==> config.mk <==
export PLATFORM = sky130hd
export DESIGN_NAME = bwtrc_ctrl
export DESIGN_NICKNAME = d
export VERILOG_FILES = /design/src/rtl/core/bwtrc_pkg.sv /design/src/rtl/core/bwtrc_ctrl.sv
export SDC_FILE = /design/constraint.sdc
export NUM_CORES = 1
export LEC_CHECK = 0
export CELL_PAD_IN_SITES_DETAIL_PLACEMENT = 1
export CELL_PAD_IN_SITES_GLOBAL_PLACEMENT = 2
export CORE_AREA = 8 8 45 47
export DETAILED_ROUTE_END_ITERATION = 7
export DIE_AREA = 0 0 53 55
export DONT_BUFFER_PORTS = 1
export PLACE_DENSITY = 0.48
export RECOVER_POWER = 100
export SYNTH_ARGS = -nofsm -noshare
export SYNTH_HDL_FRONTEND = slang
export SYNTH_SLANG_ARGS = --single-unit
==> constraint.sdc <==
create_clock -name clk_i -period 1.25 [get_ports clk_i]
set_input_delay 0.25 -clock clk_i [delete_from_list [all_inputs] [get_ports clk_i]]
set_output_delay 0.25 -clock clk_i [all_outputs]
set_load 0.05 [all_outputs]
==> src/rtl/core/bwtrc_pkg.sv <==
// Package for the BWT rank and cumulative-table block.
// Holds sizes, request codes and the controller/datapath command and status types.
// No dependencies.
`default_nettype none

package bwtrc_pkg;

  localparam int unsigned ALPHABET = 256;
  localparam int unsigned MAX_LEN  = 65536;

  localparam int unsigned REQ_W  = 2;
  localparam int unsigned SYM_W  = 8;
  localparam int unsigned VAL_W  = 17;
  localparam int unsigned ADDR_W = $clog2(ALPHABET);
  localparam int unsigned IDX_W  = $clog2(ALPHABET + 1);
  localparam int unsigned CNT_W  = $clog2(MAX_LEN + 1);
  // running sum is clamped at MAX_LEN + 1 so "above MAX_LEN" stays visible
  localparam int unsigned SUM_W  = $clog2(MAX_LEN + 2);

  localparam int unsigned IN_DATA_W  = 8;
  localparam int unsigned OUT_DATA_W = 24;

  localparam logic [REQ_W-1:0] REQ_APPEND = 2'd0;
  localparam logic [REQ_W-1:0] REQ_QUERY  = 2'd1;
  localparam logic [REQ_W-1:0] REQ_CLEAR  = 2'd2;

  typedef struct packed {
    logic load;      // latch the incoming request, reset walk state
    logic rd_in;     // read counter at the incoming symbol
    logic walk;      // step the query walk
    logic out_load;  // finish: commit writes/clear, fill output register
  } cmd_t;

  typedef struct packed {
    logic walk_busy;
    logic out_free;
  } sts_t;

endpackage

`default_nettype wire

==> src/rtl/core/bwtrc_ctrl.sv <==
// Controller for the BWT rank and cumulative-table block.
// Sequences append, query walk and clear; depends on bwtrc_pkg.
`default_nettype none

module bwtrc_ctrl (
  input  wire logic                      clk_i,
  input  wire logic                      rst_ni,
  input  wire logic                      s_axis_tvalid,
  output logic                           s_axis_tready,
  input  wire logic [bwtrc_pkg::REQ_W-1:0] req_i,
  input  wire bwtrc_pkg::sts_t           sts_i,
  output bwtrc_pkg::cmd_t                cmd_o
);
  import bwtrc_pkg::*;

  localparam logic [1:0] S_IDLE = 2'd0;
  localparam logic [1:0] S_WALK = 2'd1;
  localparam logic [1:0] S_FIN  = 2'd2;

  logic [1:0] state_q, state_d;

  always_comb begin
    state_d       = state_q;
    cmd_o         = '0;
    s_axis_tready = 1'b0;
    unique case (state_q)
      S_IDLE: begin
        s_axis_tready = 1'b1;
        if (s_axis_tvalid) begin
          cmd_o.load = 1'b1;
          if (req_i == REQ_APPEND) begin
            cmd_o.rd_in = 1'b1;
            state_d     = S_FIN;
          end else if (req_i == REQ_QUERY) begin
            state_d = S_WALK;
          end else begin
            state_d = S_FIN;
          end
        end
      end
      S_WALK: begin
        cmd_o.walk = 1'b1;
        if (!sts_i.walk_busy) state_d = S_FIN;
      end
      S_FIN: begin
        if (sts_i.out_free) begin
          cmd_o.out_load = 1'b1;
          state_d        = S_IDLE;
        end
      end
      default: state_d = S_IDLE;
    endcase
  end

  always_ff @(posedge clk_i or negedge rst_ni) begin
    if (!rst_ni) state_q <= S_IDLE;
    else         state_q <= state_d;
  end

endmodule

`default_nettype wire

; Yosys cells after proc, flatten, opt, wreduce, memory -nomap -nowiden
; Cells that the tools add are included.
; W data, S select, Z words.
[word_totals]
register_bits = 2
inputBits = 7
output_inout_bits = 5
word_cells = 23
[op_classes]
n_eq_ne = 6
mux = 13
reduce_logical = 3
[ops]
columns = op, n
row1 = $mux W2, 7
row2 = $ne A2 B2 Y1 const B, 3
row3 = $pmux W2 S3, 1
row4 = $mux W1, 5
row5 = $eq A2 B1 Y1 const B, 2
row6 = $logic_not A2 Y1, 2
row7 = $reduce_and A3 Y1, 1
row8 = $eq A2 B2 Y1 const B, 1

; Depth between registers and ports, before layout
[depth]
ltp_word = 5
mapped_depth = 3
ltp_nobuf = 3

; Worst setup path before layout
; No wires, ideal clock.
[synth_path]
kind = reg2out
from = register state_q[0]
to = output port cmd_o[2] (netlist name)
arrival_time_ns = 1.698
t_required_ns = 1.000
setup_slack_ns = -0.698
stages_incl_launch_ff = 4
path_buffers = 0
path_cell_list = dfrtp_1 > nor2_2 > nand2_2 > nor3_2
[synth_lines]
columns = item, line_no
row1 = start: declaration, bwtrc_ctrl.sv:20  ; logic [1:0] state_q, state_d;
row2 = start signal: assignment, bwtrc_ctrl.sv:57  ; else state_q <= state_d;
row3 = end: declaration, bwtrc_ctrl.sv:12  ; output bwtrc_pkg::cmd_t cmd_o

==> run_results.csv <==
group,metric,value,unit
floorplan,start_util,11.2,%
clocking,clk-insertion-delay-late,230,ps
global_route,gr-usage-all-layers,5.41,%
yosys,yosys-top-cells-count,"2 x sky130_fd_sc_hd__dfrtp_1, 2 x sky130_fd_sc_hd__inv_1, 2 x sky130_fd_sc_hd__nor2_1, 2 x sky130_fd_sc_hd__nor2b_1",
layout,fillers,157,
clocking,cts-htree-levels,1,
floorplan,dieWidth,53,um
sta,tightestPinTransition,355,ps
yosys,count_of_cell_types_in_the_netlist,13,
placed_design,place.detailed.hpwl,452,um
global_route,total_overflow_reported_by_the_global_router,0,
yosys,mappedNetlistNets,24,
yosys,synthDominantAreaCellType,"sky130_fd_sc_hd__dfrtp_1",
clocking,cts_sinks,2,
layout,postLayoutCoreUtil,23.3,%
placed_design,gp_congestion,0.689,
hold_path,hold_class,"input port to flip-flop",
floorplan,floorplan.die_area,2920,um^2
yosys,synth.avg_cell_area,9.13,um^2
yosys,yosys.area_share.xor_xnor,0,%
sta,hold-worst-slack,205,ps
global_route,antenna_found_initial,0,
yosys,ys_ff_latch,2,
yosys,synth_enable_flop_cells,0,
sta,total_of_endpoints_with_negative_setup_slack_in_the_final_report,5,
critical_path,critPathRequiredTime,1000,ps
critical_path,cp_data_arrival_time,1180,ps
critical_path,crit_path_max_fanout,3,
sta,max_freq,701,MHz
status,outcome,"complete, but fails checks",
yosys,netlist_instances,17,
job,cap_viol_max_count,0,
clocking,cell_at_the_root_of_the_clock_tree,"sky130_fd_sc_hd__clkbuf_4",
floorplan,num_rows,14,
yosys,synthesis.area,155,um^2
clocking,cts_made_buffers,3,
sta,final_worst_path_period_share,114,%
sta,final-max-slew-violation-count,0,
sta,final.setup_skew,8.96,ps
global_route,vias_in_the_first_global_route,236,
drt,detail-route-antenna-nets,0,
critical_path,worst_setup_start_kind,"flip-flop",
drt,route.vias.total,176,
clocking,ctsLongestPathBuffers,2,
layout,area_growth,108,%
yosys,synth.yosys.seq_area_share,32.3,%
sta,finalCriticalPeriod,1430,ps
layout,final_design_area_no_fill,323,um^2
sta,post-route-worst-setup-slack,-177,ps
yosys,synth_top_family_by_area,"simple AND/OR/NAND/NOR gates",
hold_path,worstHoldEndpoint,"state_q[1]",
drt,firstDrtPassIters,2,
global_route,grt_max_degree,6,
layout,largest_register_ffs,2,
yosys,synth-simple-area-share,46.8,%
hold_path,timing.hold.worst_path_depth,2,
drt,dr.first_iter.drc_count,1,
yosys,synth.top_cells.by_area,"sky130_fd_sc_hd__dfrtp_1 32%, sky130_fd_sc_hd__nor2b_4 8.9%, sky130_fd_sc_hd__nor2b_1 8.1%",
floorplan,io_pins,12,
power,static-leakage-power,0.137,nW
drt,detail_route.wirelength,579,um
yosys,post_synth_mux_area_share,0,%
yosys,async_reset_ff_share,100,%
floorplan,core_region_area,1380,um^2
layout,layoutNonFillerInstCount,46,
yosys,synth-compound-area-share,16.1,%
placed_design,placedInstanceArea,246,um^2
clocking,cts_tree,"built",
critical_path,r2r_start,"state_q[1]",
critical_path,timing.setup.critical_path_class,"flip-flop to output port",
critical_path,timing.reg2reg.worst_path_depth,4,
sta,remaining_max_slew_budget_at_the_tightest_pin,76.3,%
yosys,synth.top_cell.area_share,32.3,%
placed_design,placement.io_buffers,0,
status,failed_checks,"negative setup slack",
sta,hold_violations,0,
hold_path,hold_path_startpoint,"req_i[1]",
layout,registers.top_by_ff_count,"state_q",
layout,n_antenna_cell,0,
yosys,synth_ff_type,"sky130_fd_sc_hd__dfrtp_1",
yosys,synthAdderAreaFrac,0,%
drt,remaining_drc_errors,0,
drt,post_drt_wl_per_cell,12.6,um
drt,viasPerCell,3.83,
sta,grt_setup_unrepaired,"yes",
critical_path,setup.reg_to_reg.worst_slack,80,ps
floorplan,dieHeight,55,um
critical_path,r2r-end,"state_q[1]",
placed_design,post-place-cells,38,
power,vdd_drop_max,0.662,mV
layout,final_layout_size_suffix_gt1_share,66.7,%
clocking,worst_setup_hold_path_clk_slew,40,ps
critical_path,worstSetupEndpointType,"output port",
power,pwr_density_cell,1790,nW/um^2
global_route,grt_pass1_wl,1010,um
layout,biggestRegsByFlops,"state_q: 2 flops",
yosys,yosysWarningCount,0,
layout,final_net_count,38,
==> through the flow <==
stage | power [mW] | setup WS [ps] | TNS (ps)
3_3_place_gp | 0.338 | 49.8 | 0
4_1_cts | 0.592 | -184 | -624
6_report | 0.578 | -177 | -544
3_5_place_dp | 0.342 | 48.9 | 0
2_1_floorplan | 0.273 | -312 | -575
5_1_grt | 0.623 | -245 | -847
==> cell usage in the layout (no fill, tap or decap) <==
cell | synthesis | layout
sky130_fd_sc_hd__o21ai_2 | 1 | 1
sky130_fd_sc_hd__buf_6 | 0 | 3
sky130_fd_sc_hd__nor2_4 | 0 | 1
sky130_fd_sc_hd__nand2_1 | 1 | 1
sky130_fd_sc_hd__dlygate4sd3_1 | 0 | 1
sky130_fd_sc_hd__inv_1 | 2 | 1
sky130_fd_sc_hd__buf_4 | 0 | 3
sky130_fd_sc_hd__nor2_2 | 1 | 1
sky130_fd_sc_hd__buf_12 | 0 | 1
sky130_fd_sc_hd__clkbuf_4 | 0 | 3
sky130_fd_sc_hd__nor2_1 | 2 | 1
sky130_fd_sc_hd__a22oi_1 | 1 | 1
sky130_fd_sc_hd__dfrtp_1 | 2 | 1
sky130_fd_sc_hd__dfrtp_2 | 0 | 1
sky130_fd_sc_hd__a21oi_1 | 0 | 1
sky130_fd_sc_hd__nor3_4 | 0 | 1
sky130_fd_sc_hd__nand2_4 | 0 | 1
sky130_fd_sc_hd__clkinvlp_4 | 0 | 1
sky130_fd_sc_hd__clkbuf_1 | 0 | 1
sky130_fd_sc_hd__nor3b_2 | 1 | 1
sky130_fd_sc_hd__nor2b_1 | 2 | 2
sky130_fd_sc_hd__buf_8 | 0 | 1
sky130_fd_sc_hd__nor2b_4 | 1 | 1
==> worst max-delay path, cell delays in order, from the launching register on <==
cell	delay [ps]
sky130_fd_sc_hd__dfrtp_2	420
sky130_fd_sc_hd__nor2_4	130
sky130_fd_sc_hd__nand2_4	80
sky130_fd_sc_hd__nor3_4	150
sky130_fd_sc_hd__buf_12	160
==> report_power, final <==
group | switching, mW | leakage, nW | internal [mW] | total [mW]
clock network | 0.0433 | 0.0150 | 0.119 | 0.162
registers | 0.0131 | 0.0244 | 0.0780 | 0.0911
logic | 0.183 | 0.0977 | 0.142 | 0.325
==> layer usage <==
| layer | GRT usage, % | share of wire (%) | up-vias |
|---|---|---|---|
| li1 | - | - | 80 |
| met1 | 4.41 | 34 | 81 |
| met2 | 5.86 | 38 | 13 |
| met3 | 4.28 | 23 | 2 |
| met4 | 10.3 | 4.7 | 0 |
| met5 | 0 | 0 | - |
==> logic make-up (layout without fill, tap and decap cells) <==
group,Yosys count,after routing
buf+inv,2,15
compound gates,3,3
simple gates,10,10
flops,2,2
==> layout make-up <==
class	count	area, um^2	area share, %
Clock buffer	4	26.3	8.14
Multi-Input combinational cell	13	113	34.9
Timing Repair Buffer	9	101	31.4
Tap cell	16	20.0	6.20
Inverter	2	11.3	3.49
Sequential cell	2	51.3	15.9
==> worst max path at each step <==
stage	startpoint	endpoint	slack, ps
floorplan	state_q[0]	cmd_o[2]	-310
global placement	state_q[0]	cmd_o[2]	50
detailed placement	state_q[0]	cmd_o[2]	50
CTS	state_q[1]	cmd_o[2]	-180
global route	state_q[1]	cmd_o[2]	-250
finish	state_q[0]	cmd_o[2]	-180
==> timing repair <==
| item | CTS | global route |
|---|---|---|
| pin swaps | 1 | 0 |
| endpoints found under the setup margin | 5 | 5 |
| buffers inserted | 3 | 1 |
| resized for setup | 5 | 2 |
| hold endpoints to repair | 2 | 0 |
| hold buffers | 1 | 0 |
No activity file was read; power rests on OpenSTA's default activity.
